## config.mk

```make
export PLATFORM = sky130hd
export DESIGN_NAME = rv32i_instruction_decoder_top
export DESIGN_NICKNAME = d
export VERILOG_FILES = /design/src/rvdec_pkg.sv /design/src/rvdec_stage.sv /design/src/rvdec_decode.sv /design/src/rv32i_instruction_decoder_top.sv
export SDC_FILE = /design/constraint.sdc
export NUM_CORES = 1
export LEC_CHECK = 0
export BUFFER_PORTS_ARGS = -buffer_cell sky130_fd_sc_hd__buf_2
export CAP_MARGIN = 10
export CORE_ASPECT_RATIO = 1.75
export CORE_MARGIN = 2
export CORE_UTILIZATION = 54
export DETAILED_ROUTE_END_ITERATION = 8
export PLACE_DENSITY = 0.91
export SETUP_SLACK_MARGIN = 0.5
export SLEW_MARGIN = 0
export SYNTH_ARGS = -nofsm -noshare
export SYNTH_HDL_FRONTEND = slang
export SYNTH_HIERARCHICAL = 1
export SYNTH_SLANG_ARGS = --single-unit
```

## constraint.sdc

```tcl
create_clock -name clk -period 2.3 [get_ports clk]
set_input_delay 0.575 -clock clk [delete_from_list [all_inputs] [get_ports clk]]
set_output_delay 0.575 -clock clk [all_outputs]
set_load 0.02 [all_outputs]
```

## src/rvdec_pkg.sv

```systemverilog
`timescale 1ns / 1ps

package rvdec_pkg;

  localparam int unsigned XLEN = 32;
  localparam int unsigned ACT_W = 4;
  localparam int unsigned OP_W = 6;
  localparam int unsigned REG_W = 5;

  typedef enum logic [ACT_W-1:0] {
    ACT_R      = 4'd0,
    ACT_I_ALU  = 4'd1,
    ACT_LOAD   = 4'd2,
    ACT_JALR   = 4'd3,
    ACT_SYSTEM = 4'd4,
    ACT_STORE  = 4'd5,
    ACT_BRANCH = 4'd6,
    ACT_LUI    = 4'd7,
    ACT_AUIPC  = 4'd8,
    ACT_JAL    = 4'd9
  } action_e;

  typedef enum logic [OP_W-1:0] {
    OP_NONE   = 6'd0,
    OP_ADD    = 6'd1,
    OP_XOR    = 6'd2,
    OP_OR     = 6'd3,
    OP_AND    = 6'd4,
    OP_SLL    = 6'd5,
    OP_SRL    = 6'd6,
    OP_SLT    = 6'd7,
    OP_SLTU   = 6'd8,
    OP_SUB    = 6'd9,
    OP_SRA    = 6'd10,
    OP_ADDI   = 6'd11,
    OP_XORI   = 6'd12,
    OP_ORI    = 6'd13,
    OP_ANDI   = 6'd14,
    OP_SLLI   = 6'd15,
    OP_SRLI   = 6'd16,
    OP_SRAI   = 6'd17,
    OP_SLTI   = 6'd18,
    OP_SLTIU  = 6'd19,
    OP_LB     = 6'd20,
    OP_LH     = 6'd21,
    OP_LW     = 6'd22,
    OP_LBU    = 6'd23,
    OP_LHU    = 6'd24,
    OP_JALR   = 6'd25,
    OP_ECALL  = 6'd26,
    OP_EBREAK = 6'd27,
    OP_SB     = 6'd28,
    OP_SH     = 6'd29,
    OP_SW     = 6'd30,
    OP_BEQ    = 6'd31,
    OP_BNE    = 6'd32,
    OP_BLT    = 6'd33,
    OP_BGE    = 6'd34,
    OP_BLTU   = 6'd35,
    OP_BGEU   = 6'd36,
    OP_LUI    = 6'd37,
    OP_AUIPC  = 6'd38,
    OP_JAL    = 6'd39
  } op_e;

  localparam op_e OP_LAST = OP_JAL;

  typedef struct packed {
    logic [XLEN-1:0]  instruction;
    logic [ACT_W-1:0] action;
  } instr_t;

  typedef struct packed {
    logic [OP_W-1:0]         operation;
    logic [REG_W-1:0]        dest_reg;
    logic [REG_W-1:0]        src1_reg;
    logic [REG_W-1:0]        src2_reg;
    logic signed [XLEN-1:0]  immediate;
  } dec_t;

  function automatic op_e r_plain_op(input logic [2:0] f3);
    op_e op;
    unique case (f3)
      3'd0: op = OP_ADD;
      3'd1: op = OP_SLL;
      3'd2: op = OP_SLT;
      3'd3: op = OP_SLTU;
      3'd4: op = OP_XOR;
      3'd5: op = OP_SRL;
      3'd6: op = OP_OR;
      3'd7: op = OP_AND;
      default: op = OP_NONE;
    endcase
    return op;
  endfunction

  function automatic op_e i_alu_op(input logic [2:0] f3);
    op_e op;
    unique case (f3)
      3'd0: op = OP_ADDI;
      3'd1: op = OP_SLLI;
      3'd2: op = OP_SLTI;
      3'd3: op = OP_SLTIU;
      3'd4: op = OP_XORI;
      3'd5: op = OP_SRLI;
      3'd6: op = OP_ORI;
      3'd7: op = OP_ANDI;
      default: op = OP_NONE;
    endcase
    return op;
  endfunction

  function automatic op_e load_op(input logic [2:0] f3);
    op_e op;
    unique case (f3)
      3'd0: op = OP_LB;
      3'd1: op = OP_LH;
      3'd2: op = OP_LW;
      3'd4: op = OP_LBU;
      3'd5: op = OP_LHU;
      default: op = OP_NONE;
    endcase
    return op;
  endfunction

  function automatic op_e branch_op(input logic [2:0] f3);
    op_e op;
    unique case (f3)
      3'd0: op = OP_BEQ;
      3'd1: op = OP_BNE;
      3'd4: op = OP_BLT;
      3'd5: op = OP_BGE;
      3'd6: op = OP_BLTU;
      3'd7: op = OP_BGEU;
      default: op = OP_NONE;
    endcase
    return op;
  endfunction

endpackage

```

## src/rvdec_stage.sv

```systemverilog
`timescale 1ns / 1ps

module rvdec_stage #(
  parameter type payload_t = logic
) (
  input  logic     clk,
  input  logic     rst,
  input  logic     up_valid,
  output logic     up_ready,
  input  payload_t up_data,
  output logic     down_valid,
  input  logic     down_ready,
  output payload_t down_data
);

  logic     valid;
  payload_t data;

  assign up_ready   = !valid || down_ready;
  assign down_valid = valid;
  assign down_data  = data;

  always_ff @(posedge clk) begin
    if (rst) begin
      valid <= 1'b0;
    end else if (up_ready) begin
      valid <= up_valid;
    end
  end

  always_ff @(posedge clk) begin
    if (up_ready && up_valid) begin
      data <= up_data;
    end
  end

endmodule

```

## src/rvdec_decode.sv

```systemverilog
`timescale 1ns / 1ps

module rvdec_decode
  import rvdec_pkg::*;
(
  input  instr_t instr,
  output dec_t   dec
);

  logic [XLEN-1:0]  ir;
  logic [REG_W-1:0] rd;
  logic [2:0]       f3;
  logic [REG_W-1:0] rs1;
  logic [REG_W-1:0] rs2;
  logic [6:0]       f7;
  logic [XLEN-1:0]  imm_i;
  logic [XLEN-1:0]  imm_s;
  logic [XLEN-1:0]  imm_b;
  logic [XLEN-1:0]  imm_u;
  logic [XLEN-1:0]  imm_j;

  assign ir  = instr.instruction;
  assign rd  = ir[11:7];
  assign f3  = ir[14:12];
  assign rs1 = ir[19:15];
  assign rs2 = ir[24:20];
  assign f7  = ir[31:25];

  assign imm_i = {{20{ir[31]}}, ir[31:20]};
  assign imm_s = {{20{ir[31]}}, ir[31:25], ir[11:7]};
  assign imm_b = {{20{ir[31]}}, ir[7], ir[30:25], ir[11:8], 1'b0};
  assign imm_u = {12'd0, ir[31:12]};
  assign imm_j = {{12{ir[31]}}, ir[19:12], ir[20], ir[30:21], 1'b0};

  always_comb begin
    dec = '0;
    unique case (instr.action)
      ACT_R: begin
        dec.dest_reg = rd;
        dec.src1_reg = rs1;
        dec.src2_reg = rs2;
        if (f7 == 7'd0) begin
          dec.operation = r_plain_op(f3);
        end else if (f3 == 3'd0) begin
          dec.operation = OP_SUB;
        end else if (f3 == 3'd5) begin
          dec.operation = OP_SRA;
        end else begin
          dec.operation = OP_NONE;
        end
      end
      ACT_I_ALU: begin
        dec.dest_reg  = rd;
        dec.src1_reg  = rs1;
        dec.immediate = imm_i;
        if (f3 == 3'd5 && f7 != 7'd0) begin
          dec.operation = OP_SRAI;
        end else begin
          dec.operation = i_alu_op(f3);
        end
      end
      ACT_LOAD: begin
        dec.dest_reg  = rd;
        dec.src1_reg  = rs1;
        dec.immediate = imm_i;
        dec.operation = load_op(f3);
      end
      ACT_JALR: begin
        dec.dest_reg  = rd;
        dec.src1_reg  = rs1;
        dec.immediate = imm_i;
        dec.operation = OP_JALR;
      end
      ACT_SYSTEM: begin
        dec.dest_reg  = rd;
        dec.src1_reg  = rs1;
        dec.immediate = imm_i;
        dec.operation = (ir[31:20] == 12'd0) ? OP_ECALL : OP_EBREAK;
      end
      ACT_STORE: begin
        dec.src1_reg  = rs1;
        dec.src2_reg  = rs2;
        dec.immediate = imm_s;
        unique case (f3)
          3'd0:    dec.operation = OP_SB;
          3'd1:    dec.operation = OP_SH;
          default: dec.operation = OP_SW;
        endcase
      end
      ACT_BRANCH: begin
        dec.src1_reg  = rs1;
        dec.src2_reg  = rs2;
        dec.immediate = imm_b;
        dec.operation = branch_op(f3);
      end
      ACT_LUI: begin
        dec.dest_reg  = rd;
        dec.immediate = imm_u;
        dec.operation = OP_LUI;
      end
      ACT_AUIPC: begin
        dec.dest_reg  = rd;
        dec.immediate = imm_u;
        dec.operation = OP_AUIPC;
      end
      ACT_JAL: begin
        dec.dest_reg  = rd;
        dec.immediate = imm_j;
        dec.operation = OP_JAL;
      end
      default: begin
        dec = '0;
      end
    endcase
  end

endmodule

```

## src/rv32i_instruction_decoder_top.sv

```systemverilog
`timescale 1ns / 1ps

// Channel   Ports                                Payload
// -------   ----------------------------------   -------------------------------
// input     instr_valid, instr_ready, instr      instr_t: instruction, action
// output    dec_valid, dec_ready, dec            dec_t: operation, regs, immediate
//
// One transaction is accepted per cycle while the output takes its results; a result
// passes the input register, the decode logic and the result register before it is
// shown.
// Reset clears both stage valid bits, so no result is shown after reset.
// A stall on the output propagates back through each stage's ready, and a
// stage refills in the same cycle its content is taken.

module rv32i_instruction_decoder_top
  import rvdec_pkg::*;
(
  input  logic   clk,
  input  logic   rst,
  input  logic   instr_valid,
  output logic   instr_ready,
  input  instr_t instr,
  output logic   dec_valid,
  input  logic   dec_ready,
  output dec_t   dec
);

  logic   mid_valid;
  logic   mid_ready;
  instr_t mid_instr;
  dec_t   mid_dec;

  rvdec_stage #(
    .payload_t(instr_t)
  ) u_in_stage (
    .clk       (clk),
    .rst       (rst),
    .up_valid  (instr_valid),
    .up_ready  (instr_ready),
    .up_data   (instr),
    .down_valid(mid_valid),
    .down_ready(mid_ready),
    .down_data (mid_instr)
  );

  rvdec_decode u_decode (
    .instr(mid_instr),
    .dec  (mid_dec)
  );

  rvdec_stage #(
    .payload_t(dec_t)
  ) u_out_stage (
    .clk       (clk),
    .rst       (rst),
    .up_valid  (mid_valid),
    .up_ready  (mid_ready),
    .up_data   (mid_dec),
    .down_valid(dec_valid),
    .down_ready(dec_ready),
    .down_data (dec)
  );

endmodule

```

=== Word level (Yosys, flattened, before mapping) ===
Memories as Yosys holds them, arrays and structs flattened. A register that Yosys moved wholly into a read port is not among the register bits.
Cells that the tools add are included.

* Register bits after elaboration: 91
* Bits in read-only memories: 72
* Input port bits: 40
* Output and inout port bits: 55
* Word-level logic and storage cells: 55
* Memories: 2

* Equal/unequal tests: 15
* Multiplexer cells: 12
* Reductions and logical operators: 17

{| class="wikitable"
|+ Memory list
! memory !! depth !! bits a word !! read ports !! clocked after memory_dff !! write ports !! line !! source
|-
| (no name shown) || 8 || 5 || 1 || 1 || 0 || rvdec_pkg.sv:99 || <nowiki>unique case (f3)</nowiki>
|-
| (no name shown) || 8 || 4 || 1 || 1 || 0 || rvdec_pkg.sv:83 || <nowiki>unique case (f3)</nowiki>
|}

{| class="wikitable"
|+ Operator list
! cell !! number
|-
| $pmux 32 s5 || 1
|-
| $pmux 6 s10 || 1
|-
| $pmux 6 s6 || 1
|-
| $pmux 5 s5 || 1
|-
| $eq 4x3->1 const B || 4
|-
| $eq 3x3->1 const B || 4
|-
| $logic_not 12->1 || 1
|-
| $mux 6 || 2
|-
| $eq 4x2->1 const B || 2
|-
| $eq 4x4->1 const B || 2
|-
| $mux 4 || 2
|-
| $reduce_or 8->1 || 1
|-
| $logic_not 7->1 || 1
|-
| $reduce_bool 7->1 || 1
|-
| $reduce_or 7->1 || 1
|-
| $mux 3 || 2
|-
| $eq 4x1->1 const B || 1
|-
| $logic_not 4->1 || 1
|-
| $pmux 2 s2 || 1
|-
| $reduce_or 4->1 || 1
|-
| $eq 3x1->1 const B || 1
|-
| $eq 3x2->1 const B || 1
|-
| $logic_and 1x1->1 || 3
|-
| $logic_not 3->1 || 1
|-
| 5 further kinds || 7
|}

=== Depth between registers and ports, before layout ===
* Word-level depth: 5
* Gate-level depth with buffers: 7
* Gate-level depth less buffers: 6

=== By module ===
The synthesis kept the hierarchy.

{| class="wikitable"
|+ By module, submodules not included
! module !! instances !! cells an instance !! area an instance (um2) !! seq. area each (um2)
|-
| rvdec_stage (u_out_stage) || 1 || 58 || 1646.6 || 1611.5
|-
| rvdec_decode || 1 || 201 || 1383.8 || 0.0
|-
| rvdec_stage (u_in_stage) || 1 || 41 || 1136.1 || 1101.1
|}

=== Worst setup path after synthesis ===
No wires, ideal clock.

* Path type: register to register
* From: register u_in_stage.data, in the netlist u_in_stage/down_data[17]
* To: register u_out_stage.data, in the netlist u_out_stage/down_data[48], data pin
* Setup time: 0.272 ns
* Arrival: 1.754 ns
* Required time: 2.028 ns
* Slack: 0.274 ns
* Cell stages (with the launch flop): 8
* Clock period less this slack: 2.026 ns
* Cell sequence: edfxtp_1 -> inv_1 -> ha_1 -> buf_2 -> nand2_1 -> a21oi_1 -> o32ai_1 -> or4_1

{| class="wikitable"
|+ RTL lines
! item !! line !! source
|-
| start, declared || rvdec_stage.sv:17 || <nowiki>payload_t data;</nowiki>
|-
| start signal, assigned || rvdec_stage.sv:33 || <nowiki>data <= up_data;</nowiki>
|-
| end signal, assigned || rvdec_stage.sv:33 ||
|-
| end, declared || rvdec_stage.sv:17 ||
|}

==> reports/summary.txt <==
status: finished clean
Syn Std Cell Area: 3960 um2
initial core utilization: 55.1%
post-route antenna net violation count: 0
Final #Nets: 455
Clock transition at path regs: 0.06 ns
synthesized area per cell: 13.5 um2
Site Rows: 41
starting DRC count in detailed routing: 282
die height: 117 um
H-tree levels: 3
most common cell after layout, fill and taps aside: buf_2
worst clock skew: 0.00636 ns
grt ovf: 0
Yosys warning count: 6
Final Routed Wirelength: 9.81 mm
Routed wire per std cell: 19.6 um
GR Util All Layers: 24.7%
ant diodes: 0
r2r setup slk: 0.40 ns
first-pass GRT wire length: 13.8 mm
drt pass-1 iters: 5
clock latency on the worst-skew pair: 0.35 ns
Reg-to-Reg End: u_out_stage/down_data[48]
Clock Tree Buf Depth: 2
crit start category: register
via count: 2994
Pins Over Slew Limit: 0
Root Driver: clkbuf_16
P&R area growth vs syn: 29.9%
worst hold path class: in2reg
# Max-Cap Violations: 0
layout cells sized above 1: 44.4%
worst slew pin tran: 0.499 ns
initial antenna violation count: 0
fill count: 474
IO buf count: 87
Leak Pwr: 0.00206 uW
Setup TNS Final: 0 ns
Worst Path Required: 2.38 ns
r2r worst-path depth: 6
worst rel slew slack: 66.5%
Crit Path Max Fanout: 5
WS Path Type: reg2reg
HP Start: instr[17]
total power: 3810 uW
largest net degree at the start of global routing: 32
RSZ-0062 raised after global routing: yes
worst r2r src: u_in_stage/down_data[17]
Worst setup EP type: register
clock sinks: 84
Worst Hold Depth: 1
# IOs: 95
Max Fclk: 525 MHz
dpl hpwl: 6.49 mm
CTS Hold Bufs: 0
worst vdd ir: 0.651 mV
CTS tree: yes
number of global-route vias before repair: 2795
drt via density: 5.99
Final setup viols: 0
Fin. Hold Viols: 0
Die ar.: 8050 um2
PD cells: 741 nW/um2
post-synthesis cell count: 293
Core Box Area: 7180 um2
fin crit period: 1.90 ns
Tcrit/Tclk final: 82.8%
final hold slack: 0.402 ns
WHS Endpoint: u_in_stage/down_data[17]
TritonCTS buffer count: 9
Remaining DRCs: 0
Post-Synthesis Net Count: 339
placer congestion estimate: 0.918
Die X: 68.7 um
most frequent cells in the layout: buf_2, edfxtp_1, buf_4
crit path DAT: 1.98 ns
==> stage by stage <==
stage / utilization, % / std cells / instance area [um2] / setup slack, ns
6_report: 71.6 / 500 / 5140 / 0.395
5_1_grt: 71.6 / 500 / 5140 / 0.334
4_1_cts: 70.5 / 495 / 5060 / 0.421
3_5_place_dp: 62.3 / 454 / 4480 / 0.247
3_3_place_gp: 62.3 / 454 / 4480 / 0.227
2_1_floorplan: - / 293 / 4000 / 0.432
==> how the worst max path moves through the flow <==
stage                                        start                         to  slack [ns]  cells after the start
after floorplan           u_in_stage/down_data[17]  u_out_stage/down_data[48]        0.43                      7
after global placement    u_in_stage/down_data[16]  u_out_stage/down_data[48]        0.23                      5
after detailed placement  u_in_stage/down_data[16]  u_out_stage/down_data[48]        0.25                      5
after CTS                 u_in_stage/down_data[17]  u_out_stage/down_data[48]        0.42                      6
after global routing      u_in_stage/down_data[16]  u_out_stage/down_data[49]        0.33                      6
final                     u_in_stage/down_data[17]  u_out_stage/down_data[48]        0.40                      6
==> critical path, stage by stage (launching register included) <==
cell and delay [ns]:
edfxtp_1 0.45, inv_2 0.14, ha_4 0.17, nand2_4 0.09, a21oi_4 0.16, o32ai_1 0.11, or4_1 0.51
==> final cells by class <==
class | instances | area, um2 | share of cell area, %
clock buffers | 9 | 225 | 4.38
clock inverters | 7 | 75.1 | 1.46
inverters | 8 | 30.0 | 0.584
multi-input cells | 173 | 1370 | 26.7
flip-flops and latches | 84 | 2500 | 48.7
well taps | 86 | 108 | 2.09
repair buffers | 133 | 825 | 16.0
==> registers in the layout (all words and copies together) (netlist names) <==
| name | count |
|---|---|
| u_in_stage/down_data | 29 |
| u_out_stage/down_valid | 1 |
| u_in_stage/down_valid | 1 |
| u_out_stage/down_data | 53 |
==> per-layer routing <==
layer	GRT usage (%)	vias up	part of all wire, %
met1	25.7	1403	33
met3	5.16	48	6.8
met4	20.3	0	6.6
met2	41.2	184	53
li1	-	1359	-
met5	0	-	0
==> what timing repair did <==
| item | in CTS | in global routing |
|---|---|---|
| setup buffers | 25 | 5 |
| pin swaps | 9 | 5 |
| resized for setup | 18 | 8 |
| endpoints found under the setup margin | 29 | 20 |
==> where the power goes <==
| group | internal (uW) | switching, uW | total [uW] | leakage (uW) |
|---|---|---|---|---|
| Clock | 847 | 594 | 1440 | 0.000144 |
| Combinational | 220 | 312 | 531 | 0.00111 |
| Sequential | 1790 | 45.7 | 1840 | 0.000803 |
Note: power is estimated with default switching activity, not from simulation.
